===== config.mk =====
export PLATFORM = sky130hd
export DESIGN_NAME = ts_descriptor_loop_parser_core
export DESIGN_NICKNAME = d
export VERILOG_FILES = /design/src/design/tsdlp_pkg.sv /design/src/design/tsdlp_in_stage.sv /design/src/design/tsdlp_parser.sv /design/src/design/tsdlp_out_stage.sv /design/src/design/ts_descriptor_loop_parser_core.sv
export VERILOG_INCLUDE_DIRS = /design/src /design/src/design
export SDC_FILE = /design/constraint.sdc
export NUM_CORES = 1
export LEC_CHECK = 0
export BUFFER_PORTS_ARGS = -buffer_cell sky130_fd_sc_hd__buf_4
export CAP_MARGIN = 20
export CORE_AREA = 5 5 158 160
export DETAILED_ROUTE_END_ITERATION = 12
export DIE_AREA = 0 0 163 165
export GPL_ROUTABILITY_DRIVEN = 0
export MAX_ROUTING_LAYER = met4
export SYNTH_ARGS = -nofsm -noshare
export SYNTH_HDL_FRONTEND = slang
export SYNTH_HIERARCHICAL = 1
export SYNTH_SLANG_ARGS = --single-unit

===== constraint.sdc =====
create_clock -name clk -period 5 [get_ports clk]
set_clock_uncertainty 0.05 [all_clocks]
set_input_delay 0.5 -clock clk [delete_from_list [all_inputs] [get_ports clk]]
set_output_delay 0.5 -clock clk [all_outputs]
set_load 0.05 [all_outputs]

===== src/design/ts_descriptor_loop_parser_core_assert.svh =====
// Assertion macros for the descriptor loop parser core.
// Expects clk and rst_n in the scope of each use.
`ifndef TS_DESCRIPTOR_LOOP_PARSER_CORE_ASSERT_SVH
`define TS_DESCRIPTOR_LOOP_PARSER_CORE_ASSERT_SVH

// same-cycle implication, checked out of reset
`define TSDLP_ASSERT_IMPLIES(lbl, ante, cons, msg) \
  lbl: assert property (@(posedge clk) disable iff (!rst_n) (ante) |-> (cons)) \
    else $error(msg);

// next-cycle implication, checked out of reset
`define TSDLP_ASSERT_NEXT(lbl, ante, cons, msg) \
  lbl: assert property (@(posedge clk) disable iff (!rst_n) (ante) |=> (cons)) \
    else $error(msg);

`endif


===== src/design/tsdlp_pkg.sv =====
// Shared types, constants and helpers of the descriptor loop parser.
// No dependencies.
package tsdlp_pkg;

  localparam int MAX_LOOP_BYTES_DEF = 65535;

  localparam int CFG_IDX_W  = 2;
  localparam int CFG_DATA_W = 8;
  localparam int COUNT_W    = 15;

  localparam logic [CFG_IDX_W-1:0] REG_TARGET_TAG    = 2'd0;
  localparam logic [CFG_IDX_W-1:0] REG_TARGET_ENABLE = 2'd1;

  localparam logic [7:0] TAG_CA        = 8'h09;
  localparam logic [7:0] TAG_SERVICE   = 8'h48;
  localparam logic [7:0] TAG_STREAM_ID = 8'h52;
  localparam logic [7:0] CA_FIXED_MASK = 8'hE0;

  localparam logic [7:0] CA_MIN_LEN    = 8'd4;
  localparam logic [7:0] SVC_MIN_LEN   = 8'd3;
  localparam logic [7:0] STREAM_ID_LEN = 8'd1;

  localparam logic [7:0] IDX_SYS_HI = 8'd0;
  localparam logic [7:0] IDX_SYS_LO = 8'd1;
  localparam logic [7:0] IDX_PID_HI = 8'd2;
  localparam logic [7:0] IDX_PID_LO = 8'd3;

  localparam logic [COUNT_W-1:0] COUNT_MAX = '1;

  typedef enum logic [1:0] {
    PH_TAG  = 2'd0,
    PH_LEN  = 2'd1,
    PH_PAY  = 2'd2,
    PH_STOP = 2'd3
  } phase_t;

  typedef enum logic [1:0] {
    RK_ACCEPT   = 2'd0,
    RK_REJECT   = 2'd1,
    RK_TRUNC    = 2'd2,
    RK_END_STOP = 2'd3
  } kind_t;

  typedef enum logic [1:0] {
    KT_OTHER     = 2'd0,
    KT_CA        = 2'd1,
    KT_SERVICE   = 2'd2,
    KT_STREAM_ID = 2'd3
  } known_t;

  typedef struct packed {
    logic [7:0] data_byte;
    logic       block_last;
  } item_t;

  typedef struct packed {
    logic [7:0] target_tag;
    logic       target_enable;
  } cfg_t;

  typedef struct packed {
    kind_t              result_kind;
    logic [7:0]         descr_tag;
    logic [7:0]         desc_length;
    known_t             known_type;
    logic [15:0]        ca_system_id;
    logic [12:0]        ca_pid;
    logic [7:0]         service_type;
    logic [7:0]         component_tag;
    logic [COUNT_W-1:0] accepted_count;
    logic               first_match_res;
    logic               block_done;
  } result_t;

  function automatic known_t kind_of(input logic [7:0] tag);
    known_t k;
    if (tag == TAG_CA) begin
      k = KT_CA;
    end else if (tag == TAG_SERVICE) begin
      k = KT_SERVICE;
    end else if (tag == TAG_STREAM_ID) begin
      k = KT_STREAM_ID;
    end else begin
      k = KT_OTHER;
    end
    return k;
  endfunction

endpackage


===== src/design/tsdlp_in_stage.sv =====
// Input register of the descriptor loop parser: holds one item for the parser.
// Depends on tsdlp_pkg.
module tsdlp_in_stage (
  input  logic            clk,
  input  logic            rst_n,
  input  logic            in_valid,
  output logic            in_ready,
  input  tsdlp_pkg::item_t in_item,
  input  logic            take,
  output logic            s_valid,
  output tsdlp_pkg::item_t s_item
);
  import tsdlp_pkg::*;

  logic  valid_r;
  logic  valid_nxt;
  item_t item_r;
  logic  accept;

  assign in_ready = !valid_r || take;
  assign accept   = in_valid && in_ready;

  always_comb begin
    if (accept) begin
      valid_nxt = 1'b1;
    end else if (take) begin
      valid_nxt = 1'b0;
    end else begin
      valid_nxt = valid_r;
    end
  end

  always_ff @(posedge clk) begin
    if (!rst_n) begin
      valid_r <= 1'b0;
    end else begin
      valid_r <= valid_nxt;
    end
  end

  always_ff @(posedge clk) begin
    if (accept) begin
      item_r <= in_item;
    end
  end

  assign s_valid = valid_r;
  assign s_item  = item_r;

endmodule


===== src/design/tsdlp_parser.sv =====
// Parse state and per-byte step logic of the descriptor loop parser.
// Depends on tsdlp_pkg.
module tsdlp_parser #(
  parameter int MAX_LOOP_BYTES = tsdlp_pkg::MAX_LOOP_BYTES_DEF
) (
  input  logic               clk,
  input  logic               rst_n,
  input  logic               step_en,
  input  tsdlp_pkg::item_t   item,
  input  tsdlp_pkg::cfg_t    cfg,
  output logic               res_have,
  output tsdlp_pkg::result_t res
);
  import tsdlp_pkg::*;

  localparam int CNT_W = $clog2(MAX_LOOP_BYTES);
  localparam logic [CNT_W-1:0] CNT_LAST = CNT_W'(MAX_LOOP_BYTES - 1);

  phase_t             phase_r, phase_nxt;
  logic [CNT_W-1:0]   loop_cnt_r, loop_cnt_nxt;
  logic [COUNT_W-1:0] count_r, count_nxt;
  logic               match_seen_r, match_seen_nxt;

  logic [7:0]  cur_tag_r, cur_tag_nxt;
  logic [7:0]  cur_length_r, cur_length_nxt;
  logic [7:0]  pay_idx_r, pay_idx_nxt;
  logic [15:0] word_a_r, word_a_nxt;
  logic [12:0] word_b_r, word_b_nxt;
  logic        fixed_ok_r, fixed_ok_nxt;

  logic [7:0]         b;
  logic               last_eff;
  logic [7:0]         idx_inc;
  logic [7:0]         fin_len;
  logic               fin;
  logic               ok;
  logic               accept;
  known_t             kt;
  logic [15:0]        word_a_upd;
  logic [12:0]        word_b_upd;
  logic               fixed_upd;
  logic [COUNT_W-1:0] count_inc;
  logic               match;
  logic [7:0]         trunc_tag;

  always_comb begin
    b        = item.data_byte;
    last_eff = item.block_last || (loop_cnt_r >= CNT_LAST);
    idx_inc  = pay_idx_r + 8'd1;
    fin_len  = (phase_r == PH_LEN) ? b : cur_length_r;
    fin      = ((phase_r == PH_LEN) && (b == 8'd0)) ||
               ((phase_r == PH_PAY) && (idx_inc == cur_length_r));

    word_a_upd = word_a_r;
    word_b_upd = word_b_r;
    fixed_upd  = fixed_ok_r;
    if (phase_r == PH_PAY) begin
      unique case (pay_idx_r)
        IDX_SYS_HI: word_a_upd = {b, 8'h00};
        IDX_SYS_LO: word_a_upd = {word_a_r[15:8], b};
        IDX_PID_HI: begin
          word_b_upd = {b[4:0], 8'h00};
          fixed_upd  = ((b & CA_FIXED_MASK) == CA_FIXED_MASK);
        end
        IDX_PID_LO: word_b_upd = {word_b_r[12:8], b};
        default: ;
      endcase
    end

    kt = kind_of(cur_tag_r);
    unique case (kt)
      KT_CA:        ok = (fin_len >= CA_MIN_LEN) && fixed_upd;
      KT_SERVICE:   ok = (fin_len >= SVC_MIN_LEN);
      KT_STREAM_ID: ok = (fin_len == STREAM_ID_LEN);
      default:      ok = 1'b1;
    endcase

    accept    = fin && ok;
    count_inc = (accept && (count_r != COUNT_MAX)) ? count_r + COUNT_W'(1) : count_r;
    match     = accept && cfg.target_enable && !match_seen_r &&
                (cur_tag_r == cfg.target_tag);
    res_have  = fin || last_eff;
    trunc_tag = (phase_r == PH_TAG) ? b : cur_tag_r;
  end

  // result of this byte
  always_comb begin
    res                 = '0;
    res.accepted_count  = count_inc;
    res.first_match_res = match;
    res.block_done      = last_eff;
    if (fin) begin
      res.result_kind = ok ? RK_ACCEPT : RK_REJECT;
      res.descr_tag   = cur_tag_r;
      res.desc_length = fin_len;
      res.known_type  = kt;
      if (ok) begin
        unique case (kt)
          KT_CA: begin
            res.ca_system_id = word_a_upd;
            res.ca_pid       = word_b_upd;
          end
          KT_SERVICE:   res.service_type  = word_a_upd[15:8];
          KT_STREAM_ID: res.component_tag = word_a_upd[15:8];
          default: ;
        endcase
      end
    end else if (phase_r == PH_STOP) begin
      res.result_kind = RK_END_STOP;
    end else begin
      res.result_kind = RK_TRUNC;
      res.descr_tag   = trunc_tag;
      res.known_type  = kind_of(trunc_tag);
      unique case (phase_r)
        PH_PAY:  res.desc_length = cur_length_r;
        PH_LEN:  res.desc_length = b;
        default: res.desc_length = 8'd0;
      endcase
    end
  end

  // next phase
  always_comb begin
    phase_nxt = phase_r;
    if (last_eff) begin
      phase_nxt = PH_TAG;
    end else begin
      unique case (phase_r)
        PH_TAG: phase_nxt = PH_LEN;
        PH_LEN: begin
          if (fin) begin
            phase_nxt = ok ? PH_TAG : PH_STOP;
          end else begin
            phase_nxt = PH_PAY;
          end
        end
        PH_PAY: begin
          if (fin) begin
            phase_nxt = ok ? PH_TAG : PH_STOP;
          end
        end
        PH_STOP: phase_nxt = PH_STOP;
        default: phase_nxt = PH_TAG;
      endcase
    end
  end

  // next counters and fields
  always_comb begin
    loop_cnt_nxt   = loop_cnt_r + CNT_W'(1);
    count_nxt      = count_inc;
    match_seen_nxt = match_seen_r || match;
    cur_tag_nxt    = cur_tag_r;
    cur_length_nxt = cur_length_r;
    pay_idx_nxt    = pay_idx_r;
    word_a_nxt     = word_a_r;
    word_b_nxt     = word_b_r;
    fixed_ok_nxt   = fixed_ok_r;
    unique case (phase_r)
      PH_TAG: begin
        cur_tag_nxt    = b;
        cur_length_nxt = 8'd0;
        pay_idx_nxt    = 8'd0;
        word_a_nxt     = '0;
        word_b_nxt     = '0;
        fixed_ok_nxt   = 1'b0;
      end
      PH_LEN: cur_length_nxt = b;
      PH_PAY: begin
        pay_idx_nxt  = idx_inc;
        word_a_nxt   = word_a_upd;
        word_b_nxt   = word_b_upd;
        fixed_ok_nxt = fixed_upd;
      end
      default: ;
    endcase
    if (last_eff) begin
      loop_cnt_nxt   = '0;
      count_nxt      = '0;
      match_seen_nxt = 1'b0;
    end
  end

  always_ff @(posedge clk) begin
    if (!rst_n) begin
      phase_r      <= PH_TAG;
      loop_cnt_r   <= '0;
      count_r      <= '0;
      match_seen_r <= 1'b0;
    end else if (step_en) begin
      phase_r      <= phase_nxt;
      loop_cnt_r   <= loop_cnt_nxt;
      count_r      <= count_nxt;
      match_seen_r <= match_seen_nxt;
    end
  end

  always_ff @(posedge clk) begin
    if (step_en) begin
      cur_tag_r    <= cur_tag_nxt;
      cur_length_r <= cur_length_nxt;
      pay_idx_r    <= pay_idx_nxt;
      word_a_r     <= word_a_nxt;
      word_b_r     <= word_b_nxt;
      fixed_ok_r   <= fixed_ok_nxt;
    end
  end

endmodule


===== src/design/tsdlp_out_stage.sv =====
// Result register of the descriptor loop parser: holds one result item.
// Depends on tsdlp_pkg.
module tsdlp_out_stage (
  input  logic               clk,
  input  logic               rst_n,
  input  logic               load,
  input  tsdlp_pkg::result_t res,
  output logic               free,
  output logic               out_valid,
  input  logic               out_ready,
  output tsdlp_pkg::result_t out_res
);
  import tsdlp_pkg::*;

  logic    valid_r;
  logic    valid_nxt;
  result_t res_r;

  assign free = !valid_r || out_ready;

  always_comb begin
    if (load) begin
      valid_nxt = 1'b1;
    end else if (out_ready) begin
      valid_nxt = 1'b0;
    end else begin
      valid_nxt = valid_r;
    end
  end

  always_ff @(posedge clk) begin
    if (!rst_n) begin
      valid_r <= 1'b0;
    end else begin
      valid_r <= valid_nxt;
    end
  end

  always_ff @(posedge clk) begin
    if (load) begin
      res_r <= res;
    end
  end

  assign out_valid = valid_r;
  assign out_res   = res_r;

endmodule


===== src/design/ts_descriptor_loop_parser_core.sv =====
// Top level of the descriptor loop parser: input register, parser, result register.
// Depends on tsdlp_pkg, tsdlp_in_stage, tsdlp_parser, tsdlp_out_stage and the assert header.
//
//   channel  handshake            payload
//   in       in_valid/in_ready    in_data_byte, in_block_last
//   out      out_valid/out_ready  out_result_kind .. out_block_done
//   cfg      cfg_valid/cfg_ready  cfg_index, cfg_data
//
// One byte per cycle while the result register can take its result; each byte is held
// in the input register until parsed, and its result, if any, is then loaded into the result register.
// A byte that gives no result retires even while the result register is stalled.
// Synchronous active-low reset clears all control state; no clearing pass.
// cfg_ready is always high.
`include "ts_descriptor_loop_parser_core_assert.svh"

module ts_descriptor_loop_parser_core #(
  parameter int MAX_LOOP_BYTES = tsdlp_pkg::MAX_LOOP_BYTES_DEF
) (
  input  logic                               clk,
  input  logic                               rst_n,
  input  logic                               in_valid,
  output logic                               in_ready,
  input  logic [7:0]                         in_data_byte,
  input  logic                               in_block_last,
  output logic                               out_valid,
  input  logic                               out_ready,
  output logic [1:0]                         out_result_kind,
  output logic [7:0]                         out_descr_tag,
  output logic [7:0]                         out_desc_length,
  output logic [1:0]                         out_known_type,
  output logic [15:0]                        out_ca_system_id,
  output logic [12:0]                        out_ca_pid,
  output logic [7:0]                         out_service_type,
  output logic [7:0]                         out_component_tag,
  output logic [tsdlp_pkg::COUNT_W-1:0]      out_accepted_count,
  output logic                               out_first_match_res,
  output logic                               out_block_done,
  input  logic                               cfg_valid,
  output logic                               cfg_ready,
  input  logic [tsdlp_pkg::CFG_IDX_W-1:0]    cfg_index,
  input  logic [tsdlp_pkg::CFG_DATA_W-1:0]   cfg_data
);
  import tsdlp_pkg::*;

  item_t   in_item;
  item_t   s_item;
  logic    s_valid;
  logic    take;
  logic    load;
  logic    res_have;
  logic    out_free;
  result_t res;
  result_t out_res;
  cfg_t    cfg_r;

  assign in_item.data_byte  = in_data_byte;
  assign in_item.block_last = in_block_last;

  assign take = s_valid && (!res_have || out_free);
  assign load = take && res_have;

  assign cfg_ready = 1'b1;

  always_ff @(posedge clk) begin
    if (!rst_n) begin
      cfg_r <= '0;
    end else if (cfg_valid && cfg_ready) begin
      unique case (cfg_index)
        REG_TARGET_TAG:    cfg_r.target_tag    <= cfg_data[7:0];
        REG_TARGET_ENABLE: cfg_r.target_enable <= cfg_data[0];
        default: ;
      endcase
    end
  end

  tsdlp_in_stage u_in_stage (
    .clk      (clk),
    .rst_n    (rst_n),
    .in_valid (in_valid),
    .in_ready (in_ready),
    .in_item  (in_item),
    .take     (take),
    .s_valid  (s_valid),
    .s_item   (s_item)
  );

  tsdlp_parser #(
    .MAX_LOOP_BYTES (MAX_LOOP_BYTES)
  ) u_parser (
    .clk      (clk),
    .rst_n    (rst_n),
    .step_en  (take),
    .item     (s_item),
    .cfg      (cfg_r),
    .res_have (res_have),
    .res      (res)
  );

  tsdlp_out_stage u_out_stage (
    .clk       (clk),
    .rst_n     (rst_n),
    .load      (load),
    .res       (res),
    .free      (out_free),
    .out_valid (out_valid),
    .out_ready (out_ready),
    .out_res   (out_res)
  );

  assign out_result_kind     = out_res.result_kind;
  assign out_descr_tag       = out_res.descr_tag;
  assign out_desc_length     = out_res.desc_length;
  assign out_known_type      = out_res.known_type;
  assign out_ca_system_id    = out_res.ca_system_id;
  assign out_ca_pid          = out_res.ca_pid;
  assign out_service_type    = out_res.service_type;
  assign out_component_tag   = out_res.component_tag;
  assign out_accepted_count  = out_res.accepted_count;
  assign out_first_match_res = out_res.first_match_res;
  assign out_block_done      = out_res.block_done;

  `TSDLP_ASSERT_IMPLIES(a_end_kinds_done,
    out_valid && (out_result_kind == RK_TRUNC || out_result_kind == RK_END_STOP),
    out_block_done, "truncated or end-after-stop item without block_done")

  `TSDLP_ASSERT_IMPLIES(a_fields_only_on_accept,
    out_valid && (out_result_kind != RK_ACCEPT),
    out_ca_system_id == 16'd0 && out_ca_pid == 13'd0 && out_service_type == 8'd0 &&
    out_component_tag == 8'd0 && !out_first_match_res,
    "extracted fields set on an item that was not accepted")

  `TSDLP_ASSERT_IMPLIES(a_known_type_matches_tag,
    out_valid && (out_result_kind == RK_ACCEPT || out_result_kind == RK_REJECT),
    out_known_type == kind_of(out_descr_tag), "known_type disagrees with the tag")

  `TSDLP_ASSERT_NEXT(a_in_stage_holds,
    s_valid && !take, s_valid, "buffered item dropped without being parsed")

endmodule

==> flow_metrics.py <==
metrics = {
    "worst_hold_path": {
        "hold_class": "input port to flop",
    },
    "power_and_ir_drop": {
        "p_per_area_mw_per_mm2": 316.6,
        "leakagePower_nw": 3.943,
        "vdd_ir_drop_max_mv": 0.1817,
    },
    "setup_path": {
        "required_ns": 5.30,
        "worstPathArrival_ns": 4.37,
        "crit_type": "flop to flop",
        "critPathMaxStageDelay_ns": 0.68,
        "cp-endpoint": "u_parser/count_r[7]$_SDFFE_PN0P_",
        "worstSetupPathDepth": 14,
        "crit_slowest_cell": "nor2_1",
        "reg2regPathDepth": 14,
        "worstSetupStartpointType": "flop",
        "r2r_end": "u_parser/count_r[7]$_SDFFE_PN0P_",
        "path_max_fanout": 17,
        "worstPathCellList": "ha_1 -> xnor3_1 -> nand4_1 -> a2111o_1 -> o31ai_4 -> inv_2 -> nand2_1 -> a21boi_1 -> clkinv_1 -> o21ai_1 -> buf_4 -> nor2_1 -> a41oi_1 -> a31oi_1",
        "end_kind": "flop",
        "crit_family": "compound AO/OA/AOI/OAI gates",
        "critPathLaunch": "u_parser/pay_idx_r[0]$_SDFFCE_PN0P_",
        "r2r_slack_ns": 0.93,
        "r2r-start": "u_parser/pay_idx_r[0]$_SDFFCE_PN0P_",
        "crit_buf_inv": 3,
    },
    "logic_synthesis": {
        "synth_nets": 855,
        "synth-seq-cells": 190,
        "synth_ff_type": "edfxtp_1",
        "synth.cell_area_mm2": 0.009174,
        "yosysMostFrequentCell": "edfxtp_1",
        "synth_edf_count": 145,
        "yosysWarnings": 6,
        "synth_area_leader_cell": "edfxtp_1",
        "synth.distinct_cells": 75,
        "synth.yosys.seq_area_share_pct": 57.28,
        "ys_top_cells_by_count": "edfxtp_1, nand2_1, nor2_1",
        "synth_cells": 820,
        "avgSynthCellArea_um2": 11.19,
        "ys_async_sr_fraction_pct": 0,
        "synth_top_cells_by_area": "edfxtp_1, dfxtp_1, a22oi_1",
        "yosysTopAreaCellShare_pct": 47.46,
    },
    "detailed_routing": {
        "routed_wl_um": 21990,
        "viasPerCell": 5.254,
        "drc_errors": 0,
        "final_antenna_net_count": 0,
        "detail_route.wl_per_cell_um": 17.84,
        "firstDrtPassIters": 7,
        "num_vias": 6478,
        "drt-initial-drc-count": 456,
    },
    "clocking": {
        "clk_latency_ns": 0.43,
        "ctsHoldBuffers": 0,
        "cts_tree": "done",
        "cts.sinks": 190,
        "post_cts_resized": 0,
        "clockRootBuffer": "clkbuf_16",
        "clk_path_buf_depth": 2,
        "cts.clk_slew.worst_paths_ns": 0.07,
        "cts_max_level": 4,
        "post_cts_buffers": 0,
        "cts_buffers": 17,
    },
    "die": {
        "core_area_mm2": 0.02326,
        "die_y_um": 165,
        "dieArea_mm2": 0.02690,
        "die_w_um": 163,
        "io_pins": 109,
        "rows": 56,
        "initial_core_util_pct": 39.44,
    },
    "sta": {
        "fin_crit_sh_pct": 81.40,
        "rsz0062_at_grt": "no",
        "setup_viol": 0,
        "timing.fmax_mhz": 245.7,
        "finalMaxSlewViolations": 0,
        "whs_ns": 0.1926,
        "setup-tns-final_ns": 0,
        "slew_headroom_pct": 32.17,
        "fin_crit_ns": 4.070,
        "hold_viol": 0,
        "worst_pin_slew_ns": 1.015,
    },
    "place": {
        "hpwl_um": 14830,
        "numPortBuffers": 107,
    },
    "outcome": {
        "outcome": "finished, final reports clean",
    },
    "finish": {
        "fill_cells": 2230,
        "layout.nets": 936,
        "area_delta_synth_final_pct": 17.31,
        "diodes": 0,
        "drive_gt1_share_pct": 18.71,
    },
    "global_routing": {
        "antenna_found_initial": 0,
        "grt_pass1_vias": 6427,
        "grtUsageTotal_pct": 16.99,
        "grt_pass1_wl_um": 34980,
        "grt_max_degree": 55,
        "gr-total-overflow": 0,
    },
    "run": {
        "drv_cap": 0,
    },
}
## cell usage in the layout (no fill, tap or decap), types with 5 or more instances in the layout
cell,Yosys,routed
o211ai_1,11,11
and2_1,24,24
nor3_1,16,16
nand4b_1,5,5
nor3b_1,5,5
xor2_1,22,22
a22o_1,8,8
nor2b_1,31,31
a21oi_1,10,10
mux2i_1,14,14
clkbuf_16,0,17
o31ai_1,7,7
dfxtp_1,45,45
nand3_1,36,36
a22oi_1,45,45
buf_4,5,114
nand2_1,80,80
ha_1,11,11
nor2_1,79,78
inv_1,19,19
and3_1,13,12
xnor2_1,28,28
mux2_2,5,5
edfxtp_1,145,145
a31oi_1,5,5
nand4_1,10,10
o21ai_0,16,16
## layout make-up
type                            count  area (um^2)  area share, %
Multi-Input combinational cell    556         3603          33.48
Timing Repair Buffer              115        875.8          8.139
Clock buffer                       19        432.9          4.023
Clock inverter                     13        116.4          1.081
Inverter                           21        78.83         0.7325
Tap cell                          319        399.1          3.709
Sequential cell                   190         5255          48.83
## power by group
part | total, mW | switching, mW | internal (mW) | leakage (nW)
clock network | 1.27 | 0.583 | 0.688 | 0.259
registers | 1.82 | 0.0591 | 1.76 | 1.75
logic | 0.316 | 0.210 | 0.106 | 1.94
## sequential cells by signal, indices dropped and copies added, names as in the netlist, 2 cells and up
signal	count
cfg_r	9
u_in_stage/s_item	9
u_out_stage/out_res	82
u_parser/count_r	15
u_parser/cur_length_r	8
u_parser/cur_tag_r	8
u_parser/loop_cnt_r	16
u_parser/pay_idx_r	8
u_parser/phase_r	2
u_parser/word_a_r	16
u_parser/word_b_r	13
## through the flow
step / cell area (um^2) / power [mW] / utilization [%] / std cells / setup slack (ns)
global placement: 10210 / 2.170 / 43.90 / 1201 / 1.167
global route: 10760 / 3.537 / 46.26 / 1233 / 0.6081
detailed placement: 10210 / 2.172 / 43.90 / 1201 / 0.9906
floorplan: 9176 / 2.060 / - / 820 / 0.02828
finish: 10760 / 3.407 / 46.26 / 1233 / 0.9299
CTS: 10760 / 3.451 / 46.26 / 1233 / 0.9718
## worst min path at each step
stage	from	end	cells after the start
2_1_floorplan	u_parser/match_seen_r$_SDFFE_PN0P_	u_parser/match_seen_r$_SDFFE_PN0P_	2
3_3_place_gp	cfg_r[2]$_SDFFE_PN0P_	cfg_r[2]$_SDFFE_PN0P_	2
3_5_place_dp	cfg_r[7]$_SDFFE_PN0P_	cfg_r[7]$_SDFFE_PN0P_	2
4_1_cts	in_block_last	u_in_stage/s_item[0]$_DFFE_PP_	1
5_1_grt	in_block_last	u_in_stage/s_item[0]$_DFFE_PP_	1
6_report	in_block_last	u_in_stage/s_item[0]$_DFFE_PP_	1
## cell families after synthesis
family | count (synthesis) | synth area share [%]
other cells | 1 | 0.04088
xor+xnor | 51 | 5.019
flops | 190 | 57.28
simple gates | 334 | 18.71
compound gates | 140 | 11.78
mux | 19 | 2.141
buf+inv | 74 | 3.519
fa+ha+maj | 11 | 1.500
## layer usage
layer  track usage (%)  routed length (um)  vias up
met5                 -                   0        -
met4             3.812                 173        0
li1                  -                   -     3138
met3             3.045                 927       14
met1             22.64               10040     3162
met2             27.42               10860      164
## worst reg2reg max path, stage by stage, from the launching register on
cell	delay [ns]
edfxtp_1	0.52
ha_1	0.36
xnor3_1	0.30
nand4_1	0.09
a2111o_1	0.45
o31ai_4	0.22
inv_2	0.21
nand2_1	0.16
a21boi_1	0.10
clkinv_1	0.18
o21ai_1	0.10
buf_4	0.21
nor2_1	0.68
a41oi_1	0.19
a31oi_1	0.17
No activity file was read; power rests on OpenSTA's default activity.
